[src/rtl/mlkc_pkg.sv]
// Package for the multi-length k-mer counter: sizes, codes, payload and
// command/status types, and the bank start table. No dependencies.
package mlkc_pkg;

   localparam int MAX_K = 8;
   localparam int COUNT_BITS = 32;
   localparam int K_BITS = 4;
   localparam int HIST_BITS = 2 * MAX_K;
   localparam longint TABLE_SIZE = ((64'd1 << (2 * MAX_K + 2)) - 64'd4) / 3;
   localparam int ADDR_BITS = $clog2(TABLE_SIZE);
   localparam int BANK_ENTRIES = 2 ** K_BITS;
   localparam int PADDR_BITS = 3;

   localparam logic [K_BITS-1:0] SHORTEST_K_RESET = K_BITS'(1);
   localparam logic [K_BITS-1:0] LONGEST_K_RESET = K_BITS'(8);
   localparam logic [K_BITS-1:0] MAX_K_CODE = K_BITS'(MAX_K);

   localparam logic STATUS_OK = 1'b0;
   localparam logic STATUS_RANGE = 1'b1;

   localparam logic REG_SHORTEST_K = 1'b0;
   localparam logic REG_LONGEST_K = 1'b1;

   typedef enum logic [1:0] {
      OP_PUSH   = 2'd0,
      OP_READ   = 2'd1,
      OP_CLEAR  = 2'd2,
      OP_UNUSED = 2'd3
   } op_type;

   typedef enum logic [1:0] {
      RSP_ZERO  = 2'd0,
      RSP_RANGE = 2'd1,
      RSP_COUNT = 2'd2
   } rsp_kind_type;

   typedef struct packed {
      logic [1:0]        operation;
      logic [1:0]        nucleotide;
      logic [K_BITS-1:0] read_length;
      logic [15:0]       kmer_index;
   } req_type;

   typedef struct packed {
      logic [31:0] count;
      logic        status;
   } rsp_type;

   typedef struct packed {
      logic         push_start;
      logic         read_start;
      logic         clear_start;
      logic         mem_rd_push;
      logic         mem_rd_read;
      logic         mem_wr_push;
      logic         sweep_wr;
      logic         rsp_fire;
      rsp_kind_type rsp_kind;
   } cmd_type;

   typedef struct packed {
      logic iter_done;
      logic read_bad;
      logic sweep_last;
   } stat_type;

   typedef logic [BANK_ENTRIES-1:0][ADDR_BITS-1:0] bank_table_type;

   function automatic bank_table_type build_bank_table();
      bank_table_type tbl;
      longint acc;
      acc = 0;
      for (int k = 0; k < BANK_ENTRIES; k++) begin
         tbl[k] = '0;
         if (k >= 1 && k <= MAX_K) begin
            tbl[k] = ADDR_BITS'(acc);
            acc = acc + (64'd1 << (2 * k));
         end
      end
      return tbl;
   endfunction

   localparam bank_table_type BANK_BASE = build_bank_table();

endpackage

[src/rtl/mlkc_ctrl.sv]
// Controller state machine of the k-mer counter: sequences clearing sweeps,
// per-length count updates and reads. Depends on mlkc_pkg.
module mlkc_ctrl (
   input  logic               clock,
   input  logic               reset,
   input  logic               start,
   input  logic [1:0]         operation,
   input  mlkc_pkg::stat_type stat,
   output mlkc_pkg::cmd_type  cmd,
   output logic               busy
);
   import mlkc_pkg::*;

   typedef enum logic [5:0] {
      S_CLEAR = 6'b000001,
      S_IDLE  = 6'b000010,
      S_PCHK  = 6'b000100,
      S_PWR   = 6'b001000,
      S_RRD   = 6'b010000,
      S_RDATA = 6'b100000
   } state_type;

   state_type state_ff;
   state_type state_in;

   always_comb begin
      state_in = state_ff;
      cmd = '0;
      cmd.rsp_kind = RSP_ZERO;
      case (state_ff)
         S_CLEAR: begin
            cmd.sweep_wr = 1'b1;
            if (stat.sweep_last) begin
               state_in = S_IDLE;
            end
         end
         S_IDLE: begin
            if (start) begin
               case (operation)
                  OP_PUSH: begin
                     cmd.push_start = 1'b1;
                     state_in = S_PCHK;
                  end
                  OP_READ: begin
                     cmd.read_start = 1'b1;
                     state_in = S_RRD;
                  end
                  OP_CLEAR: begin
                     cmd.clear_start = 1'b1;
                     cmd.rsp_fire = 1'b1;
                     state_in = S_CLEAR;
                  end
                  default: begin
                     cmd.rsp_fire = 1'b1;
                  end
               endcase
            end
         end
         S_PCHK: begin
            if (stat.iter_done) begin
               cmd.rsp_fire = 1'b1;
               state_in = S_IDLE;
            end else begin
               cmd.mem_rd_push = 1'b1;
               state_in = S_PWR;
            end
         end
         S_PWR: begin
            cmd.mem_wr_push = 1'b1;
            state_in = S_PCHK;
         end
         S_RRD: begin
            if (stat.read_bad) begin
               cmd.rsp_fire = 1'b1;
               cmd.rsp_kind = RSP_RANGE;
               state_in = S_IDLE;
            end else begin
               cmd.mem_rd_read = 1'b1;
               state_in = S_RDATA;
            end
         end
         S_RDATA: begin
            cmd.rsp_fire = 1'b1;
            cmd.rsp_kind = RSP_COUNT;
            state_in = S_IDLE;
         end
         default: begin
            state_in = S_CLEAR;
         end
      endcase
   end

   assign busy = (state_ff != S_IDLE);

   always_ff @(posedge clock) begin
      if (reset) begin
         state_ff <= S_CLEAR;
      end else begin
         state_ff <= state_in;
      end
   end

endmodule

[config.mk]
export PLATFORM = sky130hd
export DESIGN_NAME = mlkc_ctrl
export DESIGN_NICKNAME = d
export VERILOG_FILES = /design/src/rtl/mlkc_pkg.sv /design/src/rtl/mlkc_ctrl.sv
export SDC_FILE = /design/constraint.sdc
export NUM_CORES = 1
export LEC_CHECK = 0
export ABC_CLOCK_PERIOD_IN_PS = 1500
export BUFFER_PORTS_ARGS = -buffer_cell sky130_fd_sc_hd__buf_4
export CORE_AREA = 4 4 41 43
export DETAILED_ROUTE_END_ITERATION = 10
export DIE_AREA = 0 0 45 47
export MAX_ROUTING_LAYER = met4
export PLACE_DENSITY_LB_ADDON = 0.3
export SYNTH_ARGS = -nofsm -noshare
export SYNTH_HDL_FRONTEND = slang
export SYNTH_SLANG_ARGS = --single-unit
[constraint.sdc]
create_clock -name clock -period 1.5 [get_ports clock]
set_input_delay 0.225 -clock clock [delete_from_list [all_inputs] [get_ports clock]]
set_output_delay 0.225 -clock clock [all_outputs]
set_load 0.02 [all_outputs]
* Yosys cells after proc, flatten, opt, wreduce, memory -nomap -nowiden *
Cells that the tools add are included.

storage, ports and cells
  bits in registers = 6

operators by class
  multiplexer cells = 23
  reduce and logical (&&, ||, !) cells = 3
  eq/ne operators = 12

operator list
  kind                                                   count
  case mux 6 bit (6 select lines)                        1
  two-way mux 6 bit                                      3
  case mux 6 bit (3 select lines)                        1
  two-way mux 1 bit                                      12
  two-way mux 3 bit                                      3
  == test 6 x 1 -> 1 bit, second input constant          1
  == test 6 x 2 -> 1 bit, second input constant          1
  == test 6 x 3 -> 1 bit, second input constant          1
  == test 6 x 4 -> 1 bit, second input constant          1
  == test 6 x 5 -> 1 bit, second input constant          1
  == test 6 bit, second input constant                   1
  inequality test 6 x 2 -> 1 bit, second input constant  1
  two-way mux 4 bit                                      1
  inequality test 2 bit, second input constant           2
  inequality test 4 x 1 -> 1 bit, second input constant  1
  case mux 1 bit (4 select lines)                        1
  case mux 2 bit (2 select lines)                        1
  AND reduction 3 bit                                    1
  == test 2 x 1 -> 1 bit, second input constant          1
  == test 2 bit, second input constant                   1
  logical NOT 2 bit                                      1
  OR reduction 2 bit                                     1

* Logic depth before layout (Yosys ltp) *
Gate-level depths: netlist (run 1).

  depth after elaboration = 5
  gate-level depth with buffers = 6

* Worst setup path after synthesis (run 1) *
No wires, ideal clock.

  path type = register to output
  start = reg state_ff[2]
  end = out cmd[2] in the netlist's numbering
  setup slack = -197 ps
  arrival time = 1472 ps
  stages on the path, launching flop included = 7
  path buffers = 2
  cell sequence = dfxtp_1 > clkbuf_1 > nor2b_1 > and3_1 > clkbuf_1 > nand2_1 > o21ai_0

RTL lines
  what                    RTL line         source
  from (decl)             mlkc_ctrl.sv:23  state_type state_ff;
  from (signal assigned)  mlkc_ctrl.sv:99  state_ff <= state_in;
  to (decl)               mlkc_ctrl.sv:9   output mlkc_pkg::cmd_type cmd,

==> metrics.txt, run 1 <==
CP required 1.27 ns; iteration-0 DRC count of the detailed router 3; Net Sw Frac 0.3695; Unique masters post-synth 27; initial core utilization 0.3721; count of pins over their slew limit 0; vias in the first global route 634; drt first pass iters 3; Int Pwr 644.8 uW; Clock Skews 0.004910 ns; placed cell count 104; top flop regs state_ff (6); Clk pin slew, worst setup/hold paths 0.05 ns; Most flops, register state_ff; LEAKAGE roughly 0.42 nW; TritonCTS Buffers 3; status finished, violations left; total global routing track utilization 0.1742; YS warnings 0; power share of the clock group 0.153; fin crit share 1.180; Syn Area/Cell 7.938 um2; gpl congestion roughly 0.85; Hold Crit Class in -> reg; slack of the critical path -0.2701 ns; port buffer count 18; synthesized netlist cell count 61; first-pass GRT wire length 2442 um; Setup crit start kind register; DP Area 724.4 um2; final hold vios 0; final setup violating endpoints 11; Vias/cell 5.212; combinational fraction of design power 0.610; max FFs per register 6; failing checks setup timing; DR vias around 600; final WL roughly 1500 um; Cell Count, Final, Fillers Out 113; Max Fclk 0.5649 GHz; fin crit period 1.770 ns; synthesized flop and latch total 6; Worst-Margin Slew roughly 0.35 ns; die area 2115 um2; root buffer cell clkbuf_4; pwr dens roughly 1100 nW/um2; crit path DAT 1.55 ns; antenna violations before repair 0; Post-Syn Area between 400 and 500 um2; Post-DRT Antenna Nets 0; pin count of the biggest net entering global routing 9; chip width 45 um; Max Cap Viol 0; DP HPWL 1057 um; fraction of layout cells with a size suffix above 1 0.6327; # rows 13; CTS tree yes; Seq pwr share 0.237; die outline height 47 um; P&R area growth vs syn 83.72%; Remaining DRCs 0; ANT cells 0; unrepaired setup endpoints after global routing yes; # H-tree levels 1; # IOs 19; switching power 377.9 uW; syn nets slightly above 70; VDD IR max 0.0007966 V; Clock Tree Buf Depth 2; Worst setup EP type output port; sequential share of the synthesized area 0.2481; critical path type reg -> out; critical path peak fanout 3; WL/cell 13.19 um; Final Instance Area 889.6 um2; clk sinks 6; Slew HR 0.7623; clk_lat worst skew 0.25 ns; Core Area 1301 um2; Final nets roughly 110; commonest non-fill, non-tap cell in the layout buf_4; commonest cells after routing, fill and taps aside buf_4 (31), inv_1 (6), nor2_1 (5), and3_4 (5), buf_6 (5); Overflow after GRT 0
-- layout make-up --
cell class	instances	area, um2
Timing Repair Buffer	36	289.0
Tap cell	15	18.77
Fill cell	104	411.6
Inverter	6	22.52
Multi-Input combinational cell	47	407.9
Clock buffer	3	22.52
Sequential cell	6	128.9
-- power groups by stage --
stage          clock, mW  combinational (mW)  sequential (mW)
2_1_floorplan          0               0.262            0.217
5_1_grt            0.171               0.675            0.246
6_report           0.157               0.623            0.243
4_1_cts            0.156               0.565            0.235
3_5_place_dp           0               0.420            0.223
3_3_place_gp           0               0.413            0.221
-- layer usage --
metal / wire length (um) / GRT usage / share of wire / vias up
met5: 0 / - / 0 / -
met4: 32 / 0.08772 / 0.021 / 0
met3: 94 / 0.07663 / 0.063 / 4
met2: 762 / 0.3249 / 0.51 / 17
met1: 602 / 0.1442 / 0.40 / 274
li1: - / - / - / 294
-- critical path, stage by stage, from the launching register on --
cell and delay, ns:
dfxtp_2 0.33, or4_4 0.54, nor4b_4 0.24, buf_4 0.18
-- logic make-up after synthesis --
| group | after synthesis | synth area share |
|---|---|---|
| buffers and inverters | 8 | 0.06202 |
| AOI/OAI and AO/OA | 9 | 0.1447 |
| adders and majority gates | 3 | 0.07753 |
| DFF | 6 | 0.2481 |
| and+or+nand+nor | 34 | 0.4496 |
| xor gates and xnor gates | 1 | 0.01809 |
-- path summary, 6_finish.rpt --
kind,from,end,slack (ns),cells after the start
worst max-delay path,state_ff[0],cmd[6],-0.27,3
worst min-delay path,reset,state_ff[1],0.14,2
worst max register to register,state_ff[5],state_ff[0],-0.01,6
worst min register to register,state_ff[5],state_ff[2],0.66,3
-- metrics by stage --
step                      hold slack [ns]    util  power (mW)   TNS, ns  setup slack (ns)
after floorplan                    0.2929       -      0.4782         0           0.01885
after global placement             0.4222  0.5567      0.6341         0           0.02099
after detailed placement           0.4190  0.5567      0.6432  -0.02164          -0.01715
after CTS                          0.1472  0.6471      0.9556    -1.221           -0.2753
after global routing               0.1349  0.6837       1.092    -2.177           -0.3202
final                              0.1430  0.6837       1.023    -1.324           -0.2701
-- what timing repair did --
item	4_1_cts	5_1_grt
resized for setup	19	8
setup buffers	4	3
pin swaps	5	7
hold buffers	0	0
endpoints found under the setup margin	10	14
-- synthesized netlist by cell type (all sizes together) --
master	instances	area, um2
nor2	8	30.03
and3	6	37.54
dfxtp	6	120.1
inv	6	22.52
nand2	4	15.01
nand3b	4	30.03
a21oi	3	18.77
ha	3	37.54
clkbuf	2	7.510
nor2b	2	12.51
nor3	2	10.01
nor4b	2	38.78
a221oi	1	8.760
a311oi	1	15.01
a31oi	1	6.260
and2	1	6.260
and2b	1	7.510
nand2b	1	6.260
nand4	1	6.260
nor4	1	6.260
o21ai	1	5.000
o311ai	1	8.760
o31ai	1	7.510
or4	1	11.26
xor2	1	8.760
No activity file was read; power rests on OpenSTA's default activity.
==> inputs of run 2 (changes only) <==
--- a/config.mk
+++ b/config.mk
@@ -6,12 +6,13 @@
 export NUM_CORES = 1
 export LEC_CHECK = 0
 export ABC_CLOCK_PERIOD_IN_PS = 1500
-export BUFFER_PORTS_ARGS = -buffer_cell sky130_fd_sc_hd__buf_4
+export BUFFER_PORTS_ARGS = -buffer_cell sky130_fd_sc_hd__clkbuf_2
 export CORE_AREA = 4 4 41 43
 export DETAILED_ROUTE_END_ITERATION = 10
 export DIE_AREA = 0 0 45 47
 export MAX_ROUTING_LAYER = met4
 export PLACE_DENSITY_LB_ADDON = 0.3
+export RECOVER_POWER = 25
 export SYNTH_ARGS = -nofsm -noshare
 export SYNTH_HDL_FRONTEND = slang
 export SYNTH_SLANG_ARGS = --single-unit
==> metrics.txt, run 2 (synthesis gave the netlist of run 1 again) <==
Remaining DRCs 0; clk sinks 6; Vias/cell 5.235; Tot Pwr 1.045 mW; critical path type reg -> out; pin count of the biggest net entering global routing 9; DP HPWL 1061 um; status finished, violations left; power share of the clock group 0.148; VDD IR max 0.001016 V; Layout fillers 89; first-pass GRT wire length 2566 um; switching power roughly 400 uW; Max Fclk 0.5552 GHz; Worst setup EP type output port; max FFs per register 6; register area roughly 130 um2; commonest cells after routing, fill and taps aside buf_4 (21), buf_6 (8), clkbuf_2 (7), nor2_1 (5); drt first pass iters 4; Slew HR 0.7713; final WL around 1700 um; ANT cells 0; DR vias 623; Worst-Margin Slew 0.3416 ns; clk_lat worst skew 0.25 ns; Net Sw Frac 0.3812; Post-DRT Antenna Nets 0; final hold vios 0; Clk pin slew, worst setup/hold paths 0.05 ns; Clock Skews 0.001941 ns; top flop regs state_ff (6); CTS tree yes; count of pins over their slew limit 0; fin crit share 1.201; # H-tree levels 1; CP required 1.27 ns; LEAKAGE around 0.46 nW; crit path DAT 1.58 ns; TritonCTS Buffers 3; Final nets about 120; WL/cell 14.10 um; Core Util, Final 0.7606; chip width 45 um; Hold Buf Count CTS 0; unrepaired setup endpoints after global routing yes; Hold Crit Class in -> reg; fin crit period 1.801 ns; slack of the critical path -0.3013 ns; fraction of layout cells with a size suffix above 1 0.7019; combinational fraction of design power 0.621; Setup crit start kind register; final setup violating endpoints 12; antenna violations before repair 0; Most flops, register state_ff; commonest non-fill, non-tap cell in the layout buf_4; pwr dens approximately 1100 nW/um2; # rows 13; vias in the first global route 618; Overflow after GRT 0; Multi-input gate area 426.7 um2; P&R area growth vs syn 104.4%; initial core utilization 0.3721; pre-CTS setup slack -0.03091 ns; Seq pwr share 0.231; Max Cap Viol 0; iteration-0 DRC count of the detailed router 9; die area 2115 um2; Int Pwr 646.6 uW; failing checks setup timing; critical path peak fanout 3; root buffer cell clkbuf_4; DP Area 686.9 um2; gpl congestion roughly 0.8; Final Instance Area 989.7 um2; port buffer count 18; die outline height 47 um; Clock Tree Buf Depth 2; Core Area 1301 um2; total global routing track utilization 0.1783; # IOs 19
==> run 2: cell types whose count changed in the layout (fill, tap and decap cells not counted), sizes merged <==
cell    change
clkbuf     +11
buf         -5
==> run 2: layout make-up <==
cell class              count  share of cell area
clock buffers               3             0.02276
inverters                   6             0.02276
multi-input cells          47              0.4311
flip-flops and latches      6              0.1327
well taps                  15             0.01896
repair buffers             42              0.3717
==> run 2: layer usage <==
| layer | part of all wire | routed length (um) | up-vias | GRT usage |
|---|---|---|---|---|
| met5 | 0 | 0 | - | - |
| met4 | 0.036 | 60 | 0 | 0.1287 |
| met3 | 0.051 | 85 | 8 | 0.02682 |
| met2 | 0.52 | 873 | 22 | 0.3136 |
| met1 | 0.39 | 659 | 287 | 0.1785 |
| li1 | - | - | 306 | - |
==> run 2: timing repair <==
| item | 4_1_cts | 5_1_grt |
|---|---|---|
| setup buffers | 6 | 7 |
| resized for setup | 36 | 27 |
| pin swaps | 7 | 9 |
| setup endpoints to repair | 12 | 16 |
| hold endpoints to repair | 0 | 0 |
| gates cloned | 0 | 0 |
==> run 2: worst paths after layout <==
| check | start | to | slack [ns] | cells after the start |
|---|---|---|---|---|
| worst max-delay path | state_ff[0] | cmd[6] | -0.30 | 3 |
| worst min-delay path | stat[1] | state_ff[5] | 0.19 | 2 |
| worst max register to register | state_ff[5] | state_ff[0] | -0.08 | 8 |
| worst min register to register | state_ff[3] | state_ff[3] | 0.72 | 3 |
==> run 2: power groups by stage <==
stage,clock network (mW),registers [mW],logic [mW]
6_report,0.155,0.241,0.649
5_1_grt,0.170,0.248,0.694
3_3_place_gp,0,0.220,0.399
2_1_floorplan,0,0.217,0.262
3_5_place_dp,0,0.221,0.407
4_1_cts,0.164,0.236,0.518
==> run 2: through the flow <==
step	std cells	TNS, ns	hold slack [ns]
floorplan	61	0	0.2929
global placement	105	-0.002435	0.4439
detailed placement	105	-0.06292	0.4512
CTS	114	-1.913	0.1748
global route	119	-2.619	0.2009
finish	119	-1.733	0.1895
==> run 2: worst max-delay path, stage by stage (launching register included) <==
cell	delay (ns)
dfxtp_2	0.34
or4_4	0.54
nor4b_4	0.26
buf_4	0.19
==> inputs of run 3 (changes only) <==
--- a/config.mk
+++ b/config.mk
@@ -5,6 +5,7 @@
 export SDC_FILE = /design/constraint.sdc
 export NUM_CORES = 1
 export LEC_CHECK = 0
+export ABC_AREA = 1
 export ABC_CLOCK_PERIOD_IN_PS = 1500
 export BUFFER_PORTS_ARGS = -buffer_cell sky130_fd_sc_hd__clkbuf_2
 export CORE_AREA = 4 4 41 43
==> metrics.txt, run 3 <==
status finished, violations left; failing checks setup timing; gpl congestion 0.7953; fin crit share 1.024; Net Sw Frac 0.4569; post-synth top area cell dfxtp_1; critical path peak fanout 3; Clock Tree Buf Depth 2; fraction of layout cells with a size suffix above 1 0.5755; # H-tree levels 1; post-synth top area share 0.2330; final hold vios 0; main combinational cell family by area after synthesis simple AND/OR/NAND/NOR gates; highest-delay cell along the critical path dfxtp_2; Worst path top cell family by delay simple AND/OR/NAND/NOR gates; sequential share of the synthesized area 0.2330; # IOs 19; Clock Skews 0.01046 ns; simple-gate portion of the synthesized area 0.5267; chip width 45 um; EDFF count, synth 0; iteration-0 DRC count of the detailed router 2; Compound-Gate Fraction of Synth Area 0.05825; GR peak layer met2; Max Fclk 0.6507 GHz; synthesized flop and latch total 6; top cells by area, synth dfxtp_1 (23%), nor2_4 (11%), nor2_1 (10%), inv_1 (9.5%), nand2_1 (8.7%); unrepaired setup endpoints after global routing yes; YS warnings 0; Post-DRT Antenna Nets 0; first-pass GRT wire length 2249 um; Core Util, Final 0.6231; total global routing track utilization 0.1576; top flop regs state_ff (6); CP required around 1.3 ns; count of pins over their slew limit 0; Slew HR 0.8389; Async S/R FF share, synth 0; Worst-Margin Slew 0.2408 ns; LEAKAGE 0.4199 nW; TritonCTS Buffers 3; M1 GR Usage 0.1458; Final nets 119; DR vias 584; reg2reg setup slack 0.12 ns; commonest non-fill, non-tap cell in the layout nor2_1; vias in the first global route 583; most common cell in the synthesized netlist nor2_1; final setup violating endpoints 2; crit path DAT 1.31 ns; Syn Area/Cell 6.783 um2; slack of the critical path -0.03671 ns; Unique masters post-synth 19; Vias/cell 4.826; pre-CTS setup slack approximately 0.13 ns; met3 usage 0.03448; Hold Crit Class in -> reg; die area 2115 um2; Core Area 1301 um2; commonest cells after routing, fill and taps aside nor2_1 (13), inv_1 (11), nand2_1 (10), clkbuf_2 (10), buf_4 (10); WP buf/inv 1; pwr dens 1259 nW/um2; fin crit period 1.537 ns; max FFs per register 6; syn nets 87; Most flops, register state_ff; Synth Area in Adders 0.07282; Post-Synth XOR/XNOR Area 0; Tot Pwr about 1 mW; die outline height 47 um; delay of the slowest critical-path stage 0.33 ns; critical path type reg -> out; final WL 1344 um; synthesized netlist cell count 76; WL/cell 11.11 um; Int Pwr 554.4 uW; M2 GR Usage 0.2881; P&R area growth vs syn 57.28%; drt first pass iters 2; proportion of synthesized area in mux cells 0; ANT cells 0; main flop type after synthesis dfxtp_1; Clk pin slew, worst setup/hold paths 0.05 ns; CTS tree yes; most used cell, CP nand2_2; power share of the clock group 0.148; Remaining DRCs 0; Setup crit start kind register; top cells by count, synth nor2_1 (14), inv_1 (13), nand2_1 (12); Overflow after GRT 0; initial core utilization 0.3962; ordered cell list for the critical path nor2_4 > nand2_2 > nor2_4 > nand2_2 > nand2_2 > a31oi_1 > nand2_1 > clkbuf_8; DP HPWL 1026 um; hold slack 0.1768 ns; antenna violations before repair 0; VDD IR max 0.0004789 V; Hold Buf Count CTS 0; Worst setup EP type output port; clk sinks 6; Seq pwr share 0.237; root buffer cell clkbuf_4; Layout fillers 133; Max Cap Viol 0; combinational fraction of design power 0.615; pin count of the biggest net entering global routing 7; # rows 13; switching power 466.4 uW; port buffer count 18; clk_lat worst skew 0.25 ns; Post-Syn Area 515.5 um2
[run 3: changes by cell type after synthesis, moves of 3 or more]
cell	change
nor2_4	+5
nor2_2	+3
nand2_1	+8
nand3b_1	-4
and3_1	-6
nor2_1	+6
inv_1	+7
nand2_2	+4
[run 3: final timing paths]
kind | to | depth (start not counted) | startpoint
setup reg to reg | state_ff[1] | 8 | state_ff[5]
setup / recovery | cmd[2] | 8 | state_ff[3]
hold / removal | state_ff[5] | 2 | stat[1]
hold reg to reg | state_ff[5] | 4 | state_ff[4]
[run 3: logic make-up (layout without fill, tap and decap cells)]
group | Yosys count | after routing
DFF | 6 | 6
AOI/OAI and AO/OA | 5 | 5
buffers and inverters | 15 | 45
and+or+nand+nor | 47 | 47
adders and majority gates | 3 | 3
[run 3: worst reg2reg max path, cell delays in order (launching register included)]
cell and delay [ns]:
dfxtp_2 0.33, nor2_4 0.16, nand3_4 0.12, buf_4 0.16
buf_4 0.13, nor2_4 0.10, nor2_2 0.06, o21ai_1 0.10
a21oi_1 0.08
[run 3: per-layer routing]
metal  part of all wire  vias to the layer above  wire length (um)
li1                   -                      296                 -
met1               0.38                      269               507
met2               0.56                       15               748
met3              0.041                        4                55
met4              0.025                        0                33
met5                  0                        -                 0
[run 3: through the flow]
step           TNS [ns]  cell area (um2)  std cells
2_1_floorplan         0            515.5         76
3_3_place_gp          0            631.9        110
3_5_place_dp          0            631.9        110
4_1_cts        -0.04123            725.7        118
5_1_grt         -0.4579            810.8        121
6_report       -0.05962            810.8        121
[run 3: what timing repair did]
action,in CTS,in global routing
endpoints found under the hold margin,0,0
pin swaps,3,4
setup endpoints to repair,5,9
gates resized for setup,14,23
buffers inserted,5,3
[run 3: power by group through the flow]
stage	Sequential, mW	Combinational (mW)	Clock [mW]
finish	0.242	0.628	0.151
detailed placement	0.232	0.459	0
floorplan	0.229	0.350	0
global route	0.246	0.686	0.162
CTS	0.241	0.532	0.155
global placement	0.231	0.452	0
[run 3: final cells by class]
| class | instances | area [um2] | share of cell area |
|---|---|---|---|
| Tap cell | 15 | 18.77 | 0.02315 |
| Timing Repair Buffer | 27 | 196.4 | 0.2423 |
| Clock buffer | 3 | 22.52 | 0.02778 |
| Multi-Input combinational cell | 55 | 386.6 | 0.4769 |
| Inverter | 15 | 58.81 | 0.07253 |
| Sequential cell | 6 | 127.6 | 0.1574 |
